==> config.mk <==
export PLATFORM = sky130hd
export DESIGN_NAME = i2c_master_byte_engine_top
export DESIGN_NICKNAME = d
export VERILOG_FILES = /design/src/rtl/i2c_mbe_pkg.sv /design/src/rtl/i2c_mbe_seq.sv /design/src/rtl/i2c_master_byte_engine_top.sv
export SDC_FILE = /design/constraint.sdc
export NUM_CORES = 1
export LEC_CHECK = 0
export ABC_AREA = 1
export BUFFER_PORTS_ARGS = -buffer_cell sky130_fd_sc_hd__buf_2
export CAP_MARGIN = 20
export CORE_UTILIZATION = 41
export CTS_CLUSTER_SIZE = 12
export DETAILED_ROUTE_END_ITERATION = 8
export GPL_TIMING_DRIVEN = 0
export PLACE_DENSITY = 0.69
export RECOVER_POWER = 25
export SETUP_SLACK_MARGIN = 0.2
export SLEW_MARGIN = 20
export SYNTH_ARGS = -nofsm -noshare
export SYNTH_HDL_FRONTEND = slang
export SYNTH_HIERARCHICAL = 1
export SYNTH_SLANG_ARGS = --single-unit
==> constraint.sdc <==
create_clock -name clock -period 1.8 [get_ports clock]
set_input_delay 0.18 -clock clock [delete_from_list [all_inputs] [get_ports clock]]
set_output_delay 0.18 -clock clock [all_outputs]
set_load 0.05 [all_outputs]
==> src/rtl/i2c_mbe_pkg.sv <==
// Shared types and constants for the I2C master byte engine.
// No dependencies; imported by i2c_mbe_seq and i2c_master_byte_engine_top.
package i2c_mbe_pkg;

   localparam int BYTE_BITS    = 8;
   localparam int TIMEOUT_BITS = 16;
   localparam int BIT_CNT_W    = 4;
   localparam int PHASE_W      = 3;
   localparam int OP_W         = 3;
   localparam int CSR_IDX_W    = 1;
   localparam int CSR_DATA_W   = TIMEOUT_BITS;

   // operation codes
   localparam logic [OP_W-1:0] OP_START   = 3'd0;
   localparam logic [OP_W-1:0] OP_STOP    = 3'd1;
   localparam logic [OP_W-1:0] OP_WRITE   = 3'd2;
   localparam logic [OP_W-1:0] OP_RD_ACK  = 3'd3;
   localparam logic [OP_W-1:0] OP_RD_NACK = 3'd4;

   // register indexes
   localparam logic [CSR_IDX_W-1:0] CSR_BUS_ENABLE  = 1'd0;
   localparam logic [CSR_IDX_W-1:0] CSR_ACK_TIMEOUT = 1'd1;

   localparam logic [TIMEOUT_BITS-1:0] ACK_TIMEOUT_RESET = 16'd1000;

   // phase codes
   localparam logic [PHASE_W-1:0] PH_0 = 3'd0;
   localparam logic [PHASE_W-1:0] PH_1 = 3'd1;
   localparam logic [PHASE_W-1:0] PH_2 = 3'd2;
   localparam logic [PHASE_W-1:0] PH_3 = 3'd3;
   localparam logic [PHASE_W-1:0] PH_4 = 3'd4;

   typedef struct packed {
      logic                 func;
      logic [OP_W-1:0]      op;
      logic [BYTE_BITS-1:0] wr_byte;
      logic                 sda_in;
   } req_type;

   typedef struct packed {
      logic                  wr_en;
      logic [CSR_IDX_W-1:0]  index;
      logic [CSR_DATA_W-1:0] wdata;
   } csr_type;

   typedef struct packed {
      logic                 scl_level;
      logic                 sda_release;
      logic                 busy_res;
      logic [BYTE_BITS-1:0] rd_byte;
      logic                 op_done;
      logic                 ack_error;
      logic                 refused;
   } rsp_type;

endpackage

==> src/rtl/i2c_mbe_seq.sv <==
// Line sequencer of the I2C master byte engine: operation state, config
// registers and the one-beat phase step. Depends on i2c_mbe_pkg.
module i2c_mbe_seq (
   input  logic                 clock,
   input  logic                 reset,
   input  logic                 accept,
   input  i2c_mbe_pkg::req_type req,
   input  i2c_mbe_pkg::csr_type csr,
   output i2c_mbe_pkg::rsp_type result
);
   import i2c_mbe_pkg::*;

   logic                    bus_enable_ff;
   logic [TIMEOUT_BITS-1:0] ack_timeout_ff;

   logic [PHASE_W-1:0]      phase_ff, phase_in;
   logic [BIT_CNT_W-1:0]    bit_cnt_ff, bit_cnt_in;
   logic [BYTE_BITS-1:0]    shift_ff, shift_in;
   logic [OP_W-1:0]         cur_op_ff, cur_op_in;
   logic                    active_ff, active_in;
   logic                    scl_ff, scl_in;
   logic                    sda_drv_ff, sda_drv_in;
   logic [TIMEOUT_BITS-1:0] wait_cnt_ff, wait_cnt_in;
   logic [BYTE_BITS-1:0]    last_rd_ff, last_rd_in;

   logic                    done, err, refuse;
   logic [BIT_CNT_W-1:0]    bit_cnt_inc;

   assign bit_cnt_inc = bit_cnt_ff + 1'b1;

   always_comb begin
      phase_in    = phase_ff;
      bit_cnt_in  = bit_cnt_ff;
      shift_in    = shift_ff;
      cur_op_in   = cur_op_ff;
      active_in   = active_ff;
      scl_in      = scl_ff;
      sda_drv_in  = sda_drv_ff;
      wait_cnt_in = wait_cnt_ff;
      last_rd_in  = last_rd_ff;
      done        = 1'b0;
      err         = 1'b0;
      refuse      = 1'b0;

      if (req.func) begin
         if (active_ff || req.op > OP_RD_NACK || (req.op == OP_START && !bus_enable_ff)) begin
            refuse = 1'b1;
         end else begin
            cur_op_in   = req.op;
            active_in   = 1'b1;
            phase_in    = PH_0;
            bit_cnt_in  = '0;
            wait_cnt_in = '0;
            shift_in    = (req.op == OP_WRITE) ? req.wr_byte : '0;
         end
      end else if (active_ff) begin
         case (cur_op_ff)
            OP_START: begin
               case (phase_ff)
                  PH_0: begin sda_drv_in = 1'b1; phase_in = PH_1; end
                  PH_1: begin scl_in = 1'b1; phase_in = PH_2; end
                  PH_2: begin sda_drv_in = 1'b0; phase_in = PH_3; end
                  default: begin
                     scl_in    = 1'b0;
                     active_in = 1'b0;
                     phase_in  = PH_0;
                     done      = 1'b1;
                  end
               endcase
            end
            OP_STOP: begin
               case (phase_ff)
                  PH_0: begin sda_drv_in = 1'b0; phase_in = PH_1; end
                  PH_1: begin scl_in = 1'b1; phase_in = PH_2; end
                  PH_2: begin scl_in = 1'b1; phase_in = PH_3; end
                  default: begin
                     sda_drv_in = 1'b1;
                     active_in  = 1'b0;
                     phase_in   = PH_0;
                     done       = 1'b1;
                  end
               endcase
            end
            OP_WRITE: begin
               case (phase_ff)
                  PH_0: begin
                     sda_drv_in = shift_ff[BYTE_BITS-1];
                     phase_in   = PH_1;
                  end
                  PH_1: begin scl_in = 1'b1; phase_in = PH_2; end
                  PH_2: begin
                     scl_in     = 1'b0;
                     shift_in   = {shift_ff[BYTE_BITS-2:0], 1'b0};
                     bit_cnt_in = bit_cnt_inc;
                     phase_in   = (bit_cnt_inc >= BIT_CNT_W'(BYTE_BITS)) ? PH_3 : PH_0;
                  end
                  PH_3: begin
                     sda_drv_in  = 1'b1;
                     scl_in      = 1'b1;
                     wait_cnt_in = '0;
                     phase_in    = PH_4;
                  end
                  default: begin
                     // ack wait: low means acknowledged
                     if (!req.sda_in) begin
                        scl_in    = 1'b0;
                        active_in = 1'b0;
                        phase_in  = PH_0;
                        done      = 1'b1;
                     end else if (wait_cnt_ff >= ack_timeout_ff) begin
                        active_in = 1'b0;
                        phase_in  = PH_0;
                        done      = 1'b1;
                        err       = 1'b1;
                     end else begin
                        wait_cnt_in = wait_cnt_ff + 1'b1;
                     end
                  end
               endcase
            end
            default: begin
               // reads with ACK or NACK
               case (phase_ff)
                  PH_0: begin
                     sda_drv_in = 1'b1;
                     scl_in     = 1'b1;
                     phase_in   = PH_1;
                  end
                  PH_1: begin
                     shift_in   = {shift_ff[BYTE_BITS-2:0], req.sda_in};
                     scl_in     = 1'b0;
                     bit_cnt_in = bit_cnt_inc;
                     phase_in   = (bit_cnt_inc >= BIT_CNT_W'(BYTE_BITS)) ? PH_2 : PH_0;
                  end
                  PH_2: begin
                     sda_drv_in = (cur_op_ff == OP_RD_ACK) ? 1'b0 : 1'b1;
                     phase_in   = PH_3;
                  end
                  PH_3: begin scl_in = 1'b1; phase_in = PH_4; end
                  default: begin
                     scl_in     = 1'b0;
                     last_rd_in = shift_ff;
                     active_in  = 1'b0;
                     phase_in   = PH_0;
                     done       = 1'b1;
                  end
               endcase
            end
         endcase
      end
   end

   always_comb begin
      result.scl_level   = scl_in;
      result.sda_release = sda_drv_in;
      result.busy_res    = active_in;
      result.rd_byte     = last_rd_in;
      result.op_done     = done;
      result.ack_error   = err;
      result.refused     = refuse;
   end

   always_ff @(posedge clock) begin
      if (reset) begin
         bus_enable_ff  <= 1'b1;
         ack_timeout_ff <= ACK_TIMEOUT_RESET;
         phase_ff       <= PH_0;
         bit_cnt_ff     <= '0;
         shift_ff       <= '0;
         cur_op_ff      <= OP_START;
         active_ff      <= 1'b0;
         scl_ff         <= 1'b1;
         sda_drv_ff     <= 1'b1;
         wait_cnt_ff    <= '0;
         last_rd_ff     <= '0;
      end else begin
         if (accept) begin
            phase_ff    <= phase_in;
            bit_cnt_ff  <= bit_cnt_in;
            shift_ff    <= shift_in;
            cur_op_ff   <= cur_op_in;
            active_ff   <= active_in;
            scl_ff      <= scl_in;
            sda_drv_ff  <= sda_drv_in;
            wait_cnt_ff <= wait_cnt_in;
            last_rd_ff  <= last_rd_in;
         end
         if (csr.wr_en && csr.index == CSR_BUS_ENABLE) begin
            bus_enable_ff <= csr.wdata[0];
            // disabling releases both lines and drops any operation
            if (!csr.wdata[0]) begin
               scl_ff     <= 1'b1;
               sda_drv_ff <= 1'b1;
               active_ff  <= 1'b0;
               phase_ff   <= PH_0;
            end
         end
         if (csr.wr_en && csr.index == CSR_ACK_TIMEOUT) begin
            ack_timeout_ff <= csr.wdata[TIMEOUT_BITS-1:0];
         end
      end
   end

endmodule

==> src/rtl/i2c_master_byte_engine_top.sv <==
// I2C master byte engine, top level: ports, output register and skid stage.
// Depends on i2c_mbe_pkg and i2c_mbe_seq.
//
// Takes one beat per clock while req_stall is low: a command beat arms start,
// stop, byte write or byte read; each tick beat advances the armed operation
// by one bus phase. Every accepted beat yields exactly one result beat, held
// in the output register, or in the skid stage if that one is occupied. A
// second result can be parked in the skid stage, so req_stall rises only
// when both are full. Sustained rate is one beat per cycle while rsp_stall
// stays low. Config writes take effect at the edge they are presented.
module i2c_master_byte_engine_top (
   input  logic                                clock,
   input  logic                                reset,

   input  logic                                req_valid,
   output logic                                req_stall,
   input  logic                                req_func,
   input  logic [i2c_mbe_pkg::OP_W-1:0]        req_op,
   input  logic [i2c_mbe_pkg::BYTE_BITS-1:0]   req_wr_byte,
   input  logic                                req_sda_in,

   output logic                                rsp_valid,
   input  logic                                rsp_stall,
   output logic                                rsp_scl_level,
   output logic                                rsp_sda_release,
   output logic                                rsp_busy_res,
   output logic [i2c_mbe_pkg::BYTE_BITS-1:0]   rsp_rd_byte,
   output logic                                rsp_op_done,
   output logic                                rsp_ack_error,
   output logic                                rsp_refused,

   input  logic                                csr_wr_en,
   input  logic [i2c_mbe_pkg::CSR_IDX_W-1:0]   csr_index,
   input  logic [i2c_mbe_pkg::CSR_DATA_W-1:0]  csr_wdata
);
   import i2c_mbe_pkg::*;

   req_type req;
   csr_type csr;
   rsp_type result;
   rsp_type out_ff, out_in;
   rsp_type skid_ff, skid_in;
   logic    out_vld_ff, out_vld_in;
   logic    skid_vld_ff, skid_vld_in;
   logic    accept, take;

   assign req.func    = req_func;
   assign req.op      = req_op;
   assign req.wr_byte = req_wr_byte;
   assign req.sda_in  = req_sda_in;

   assign csr.wr_en = csr_wr_en;
   assign csr.index = csr_index;
   assign csr.wdata = csr_wdata;

   assign req_stall = skid_vld_ff;
   assign accept    = req_valid && !skid_vld_ff;
   assign take      = out_vld_ff && !rsp_stall;

   i2c_mbe_seq u_seq (
      .clock  (clock),
      .reset  (reset),
      .accept (accept),
      .req    (req),
      .csr    (csr),
      .result (result)
   );

   always_comb begin
      out_in      = out_ff;
      out_vld_in  = out_vld_ff;
      skid_in     = skid_ff;
      skid_vld_in = skid_vld_ff;
      if (take) begin
         if (skid_vld_ff) begin
            out_in      = skid_ff;
            skid_vld_in = 1'b0;
         end else begin
            out_in     = result;
            out_vld_in = accept;
         end
      end else if (!out_vld_ff) begin
         out_in     = result;
         out_vld_in = accept;
      end else if (accept) begin
         skid_in     = result;
         skid_vld_in = 1'b1;
      end
   end

   always_ff @(posedge clock) begin
      if (reset) begin
         out_vld_ff  <= 1'b0;
         skid_vld_ff <= 1'b0;
      end else begin
         out_vld_ff  <= out_vld_in;
         skid_vld_ff <= skid_vld_in;
      end
   end

   always_ff @(posedge clock) begin
      out_ff  <= out_in;
      skid_ff <= skid_in;
   end

   assign rsp_valid       = out_vld_ff;
   assign rsp_scl_level   = out_ff.scl_level;
   assign rsp_sda_release = out_ff.sda_release;
   assign rsp_busy_res    = out_ff.busy_res;
   assign rsp_rd_byte     = out_ff.rd_byte;
   assign rsp_op_done     = out_ff.op_done;
   assign rsp_ack_error   = out_ff.ack_error;
   assign rsp_refused     = out_ff.refused;

endmodule

; ---- After elaboration in Yosys (flattened, before gate mapping)
; Cells that the tools add are included.
; W data, S select, Z words.
[word_totals]
out_inout_bits = 16
register_bits = 92
elab_cells = 173
[classes]
n_eq_ne = 14
bitwise = 3
magnitude_cmp = 3
n_mux = 93
n_reduce_logical = 31
n_addsub = 2
[ops]
columns = cell, count
row1 = $mux W16, 6
row2 = $mux W8, 10
row3 = $mux W14, 3
row4 = $mux W1, 41
row5 = $pmux W16 S2, 1
row6 = $mux W3, 8
row7 = $pmux W3 S4, 2
row8 = $mux W4, 5
row9 = $add A16 B1 Y16 const B, 1
row10 = $ge A16 B16 Y1, 1
row11 = $pmux W1 S2, 8
row12 = $pmux W8 S2, 1
row13 = $eq A3 B2 Y1 const B, 5
row14 = $reduce_or A2 Y1, 6
row15 = $logic_not A3 Y1, 3
row16 = $pmux W1 S3, 3
row17 = $pmux W4 S2, 1
row18 = $reduce_and A7 Y1, 1
row19 = $eq A3 B1 Y1 const B, 2
row20 = $ne A2 B1 Y1 const B, 3
row21 = $pmux W2 S3, 1
row22 = $pmux W3 S2, 1
row23 = $reduce_and A3 Y1, 2
row24 = $reduce_and A6 Y1, 1
row25 = 16 further kinds, 30

; ---- Longest topological paths before layout
[logic_depth]
word_depth = 10
ltp_mapped = 19
ltp_nobuf = 18

; ---- Modules after synthesis
; The synthesis kept the hierarchy.
[modules_own_cells]
columns = mod, seq_area_each_um2, instances, area_each_um2, cells_each
row1 = i2c_mbe_seq, 1241.2, 1, 3747.3, 552
row2 = i2c_master_byte_engine_top, 880.8, 1, 1134.8, 89

; ---- Worst setup path after synthesis
; Ideal clock, no wire load.
[synth_path]
path_kind = flip-flop to flip-flop
start = register out_vld_ff (netlist: rsp_valid)
end = register skid_ff[0] in the netlist's numbering (enable)
setup_ps = 384
n_path_buf = 0
stages_incl_launch_ff = 3
arrival_ps = 1866
setup_slack_ps = -450
path_cell_list = dfxtp_1 -> nand2_1 -> nor2_1
[synth_via]
elab_chain_cells = 3
[synth_rtl]
columns = element, line_no
row1 = start: declaration, i2c_master_byte_engine_top.sv:43  ; logic out_vld_ff, out_vld_in;
row2 = start signal: assignment, i2c_master_byte_engine_top.sv:96  ; out_vld_ff <= out_vld_in;
row3 = $logic_and A1 B1 Y1, i2c_master_byte_engine_top.sv:58  ; assign take = out_vld_ff && !rsp_stall;
row4 = $not A1 Y1 (no source line), n/a
row5 = $reduce_and A3 Y1 (no source line) (*), n/a
row6 = end signal: assignment, i2c_master_byte_engine_top.sv:103  ; skid_ff <= skid_in;
row7 = end: declaration, i2c_master_byte_engine_top.sv:42  ; rsp_type skid_ff, skid_in;
; Mark *: on every way between the ends. The rest lies on a longest branch, timed or not.
; A chain may end at the register's enable or synchronous reset.

; ---- Final worst setup path
[layout_path]
start = register u_seq.wait_cnt_ff[0]
end = register u_seq.wait_cnt_ff[13]
[layout_via]
elab_chain_cells = 7
word_cells_on_any_way = 10
[layout_rtl]
columns = element, line_no
row1 = start: declaration, i2c_mbe_seq.sv:23  ; logic [TIMEOUT_BITS-1:0] wait_cnt_ff, wait_cnt_in;
row2 = start signal: assignment, i2c_mbe_seq.sv:185  ; wait_cnt_ff <= wait_cnt_in;
row3 = $add A16 B1 Y16, i2c_mbe_seq.sv:116  ; wait_cnt_in = wait_cnt_ff + 1'b1;
row4 = $mux W16, i2c_mbe_seq.sv:110  ; end else if (wait_cnt_ff >= ack_timeout_ff) begin
row5 = $mux W16, i2c_mbe_seq.sv:105  ; if (!req.sda_in) begin
row6 = $pmux W16 S2, i2c_mbe_seq.sv:85  ; case (phase_ff)
row7 = $mux W16, i2c_mbe_seq.sv:57  ; case (cur_op_ff)
row8 = $mux W16, i2c_mbe_seq.sv:56  ; end else if (active_ff) begin
row9 = $mux W16, i2c_mbe_seq.sv:45  ; if (req.func) begin
; Several ways; a longest one is shown, not always the timed one. The select of a mux whose other input is x is not followed.

==> key figures <==
Final layout
  • Final-layout fill cell count: between 1,000 and 1,500
  • Layout cell share with drive strength beyond 1: between 30% and 40%
  • Antenna diodes: 0
  • Fin nets: 792
  • Synth-to-layout area growth: 33.5%

Clock tree
  • Clock buffer depth: 2
  • Skew-Pair Late Insertion Delay: 350 ps
  • CTS H-Tree Depth: 3
  • Clk slew on worst S/H paths: around 70 ps
  • CTS tree: yes
  • Clk sinks: 92
  • TritonCTS buffer count: 9
  • CTS root buffer: clkbuf_16

Timing
  • Final worst slack: -344 ps
  • Tightest Pin Transition: 1130 ps
  • Post-route minimum period: about 2100 ps
  • Fin. max-slew vios: 0
  • Hold Fails Final Rpt: 0
  • Setup violations, final: 25
  • Tcrit/Tclk final: 119%
  • Max Clk Rate: around 470 MHz
  • Clock Skews: 6.38 ps
  • RSZ-0062 raised after global routing: yes
  • Max_slew headroom: approximately 25%

Yosys
  • Sequential share of the synthesized area: 43.5%
  • Synth Net Count: 694
  • Syn. warnings: 6
  • Synthesized instance count: 641
  • Post-synth EDFFs: 28
  • Post-synth top flop: dfxtp_1
  • Share of flip-flops with an asynchronous set or reset: 0%
  • Synth Area per Inst: ~7.6 um2
  • Mapped Area: 0.00488 mm2
  • Yosys cell types: 42
  • Flop and latch count out of synthesis: 92

Pwr
  • P per Cell Area: 776 mW/mm2
  • PnR Total Power: 5.06 mW
  • Cell leakage power: about 2.8 nW
  • Peak supply drop: roughly 0.48 mV

Setup path
  • Critical path launch point: u_seq/wait_cnt_ff[0]$_SDFFE_PP0P_
  • CP Max Fanout: 4
  • Reg2reg start: u_seq/wait_cnt_ff[0]$_SDFFE_PP0P_
  • Worst Path Required: 2080 ps
  • Worst r2r dst: u_seq/wait_cnt_ff[13]$_SDFFE_PP0P_
  • Crit path kind: reg -> reg
  • CP Capture Point: u_seq/wait_cnt_ff[13]$_SDFFE_PP0P_
  • FF-to-FF path depth: 13
  • Setup crit end kind: flip-flop
  • Worst Path Arrival: ~2400 ps
  • CP Launch Type: flip-flop
  • Worst R2R Setup Slack: -340 ps

Floorplan
  • Die area: between 0.01 and 0.015 mm2
  • Core area: ~0.012 mm2
  • Initial core utilization: 42.4%
  • IO Pins: a little over 50
  • Die Wd: 111 um
  • Row count: 39
  • Die H: 111 um

Placement
  • Pre-CTS setup slack: -388 ps
  • PortBufs: 49
  • HPWL Detailed: 8500 um
  • GP Congestion: 0.916

Detailed routing
  • Post-DRT Antenna Nets: 0
  • Iter 0 DRT Violations: 274
  • WL/cell: 14.8 um
  • Vias/cell: approximately 5.3
  • Vias: 4,662
  • WL final: 13,100 um
  • DRC: 10
  • DRT Pass-1 Iters: 7

Run status
  • Status: finished, violations left
  • Violated checks: design-rule violations, negative setup slack

Global route
  • Grt ovf: 0
  • Vias in the first global route: 4,414
  • Gr usage total: 21.0%
  • First-pass GRT wire length: 20,600 um
  • Largest net degree at the start of global routing: 19
  • Antenna violations before repair: 0

Flow run
  • Max Cap Viol: 0

Hold path
  • Hold Crit Class: in -> reg
-- worst min path at each step --
| stage | start | endpoint | cells after the start |
|---|---|---|---|
| final | csr_wdata[8] | u_seq/ack_timeout_ff[8]$_SDFFE_PP1P_ | 3 |
| after global routing | csr_wdata[5] | u_seq/ack_timeout_ff[5]$_SDFFE_PP1P_ | 3 |
| after CTS | csr_wdata[5] | u_seq/ack_timeout_ff[5]$_SDFFE_PP1P_ | 3 |
| after detailed placement | csr_wdata[8] | u_seq/ack_timeout_ff[8]$_SDFFE_PP1P_ | 3 |
| after global placement | csr_wdata[3] | u_seq/ack_timeout_ff[3]$_SDFFE_PP1P_ | 3 |
| after floorplan | reset | rsp_valid$_SDFFE_PP0P_ | 1 |
-- final cells by class --
type | count | area [um2] | area share [%]
Buffer | 30 | 225 | 3.46
Clock buffer | 9 | 225 | 3.46
Clock inverter | 7 | 65.1 | 0.998
Inverter | 84 | 330 | 5.07
Multi-Input combinational cell | 435 | 2750 | 42.2
Sequential cell | 92 | 2170 | 33.3
Tap cell | 143 | 179 | 2.75
Timing Repair Buffer | 87 | 572 | 8.77
-- what timing repair did --
item / CTS / global route
gates cloned: 4 / 0
setup buffers: 29 / 5
resized for setup: 101 / 72
pin swaps: 33 / 25
endpoints found under the setup margin: 61 / 61
hold buffers: 0 / 0
-- layout by cell type (no fill, tap or decap), types with 3 or more instances in the layout --
| cell | count |
|---|---|
| nand2_1 | 137 |
| nor3_2 | 5 |
| buf_4 | 33 |
| nand3_4 | 3 |
| inv_1 | 57 |
| clkbuf_1 | 15 |
| nand3_1 | 32 |
| o21ai_2 | 12 |
| inv_2 | 23 |
| dfxtp_4 | 7 |
| buf_2 | 46 |
| a21oi_1 | 36 |
| nor2_4 | 10 |
| nor3_1 | 10 |
| dfxtp_1 | 38 |
| a31oi_1 | 10 |
| o21ai_0 | 32 |
| clkbuf_16 | 9 |
| ha_1 | 6 |
| a21oi_2 | 12 |
| inv_4 | 3 |
| nor2_2 | 6 |
| nand3_2 | 11 |
| buf_6 | 16 |
| inv_6 | 4 |
| nand2_2 | 18 |
| nor2_1 | 38 |
| o211ai_1 | 9 |
| dfxtp_2 | 19 |
| edfxtp_1 | 28 |
| nand4_1 | 9 |
| ha_4 | 12 |
| o21ai_1 | 3 |
| nand2_4 | 3 |
-- where the power goes --
group	switching [mW]	internal, mW	leakage (nW)	total, mW
Combinational	0.569	0.306	1.83	0.876
Clock	0.894	0.968	0.144	1.86
Sequential	0.0668	2.25	0.819	2.32
-- cells in the mapped netlist, types with 2 or more instances --
| cell type | number | area share (%) |
|---|---|---|
| a21oi_1 | 48 | 4.9 |
| a31oi_1 | 10 | 1.3 |
| buf_2 | 3 | 0.31 |
| buf_4 | 7 | 1.1 |
| buf_6 | 4 | 0.92 |
| clkbuf_1 | 15 | 1.2 |
| dfxtp_1 | 64 | 26 |
| edfxtp_1 | 28 | 17 |
| ha_1 | 18 | 4.6 |
| inv_1 | 74 | 5.7 |
| inv_2 | 10 | 0.77 |
| nand2_1 | 151 | 12 |
| nand2_2 | 7 | 0.90 |
| nand3_1 | 43 | 4.4 |
| nand3_2 | 3 | 0.62 |
| nand4_1 | 9 | 1.2 |
| nor2_1 | 48 | 3.7 |
| nor2_2 | 3 | 0.38 |
| nor2_4 | 3 | 0.69 |
| nor3_1 | 14 | 1.4 |
| nor3_2 | 3 | 0.62 |
| o211ai_1 | 9 | 1.4 |
| o21ai_0 | 40 | 4.1 |
| o21ai_1 | 7 | 0.72 |
| or2_2 | 2 | 0.26 |
| xnor2_1 | 2 | 0.36 |
-- state kept, by name, indices dropped and copies added (netlist names), 3 cells and up --
name and count:
rsp_rd_byte 8, skid_ff 14, u_seq/ack_timeout_ff 16, u_seq/bit_cnt_ff 4
u_seq/cur_op_ff 3, u_seq/last_rd_ff 8, u_seq/phase_ff 3, u_seq/shift_ff 8
u_seq/wait_cnt_ff 16
-- kinds of logic after synthesis --
family	synth area share, %
AO/OA/AOI/OAI	14.5
buffers and inverters	10.2
adder cells (fa/ha/maj)	4.61
XOR/XNOR	0.359
flip-flops	43.5
AND/OR/NAND/NOR	26.8
-- worst max-delay path: stages, from the launching register on --
cell and delay, ps:
dfxtp_2 350, buf_4 120, buf_4 100, nand4_1 110, nor2_1 230, inv_1 160
nor2_4 160, nand3_1 160, nor2_1 180, inv_1 70, nor2_1 120, or2_2 120
nand4_1 70, a21oi_1 130
-- stage by stage --
stage / TNS, ps / hold slack (ps) / utilization, % / cells / area, um2
2_1_floorplan: -51.6 / 245 / - / 641 / 4930
3_3_place_gp: -5280 / 399 / 46.5 / 833 / 5360
3_5_place_dp: -6870 / 404 / 46.5 / 833 / 5360
4_1_cts: -3780 / 31.5 / 54.3 / 882 / 6250
5_1_grt: -7490 / 40.8 / 56.6 / 887 / 6520
6_report: -4720 / 44.3 / 56.6 / 887 / 6520
-- routing by layer --
layer,vias up,global-route usage [%],share of wire [%]
met2,168,37.9,52
met4,0,11.4,3.5
li1,2320,-,-
met1,2135,23.4,40
met5,-,0,0
met3,39,3.83,4.8
Note: power is estimated with default switching activity, not from simulation.
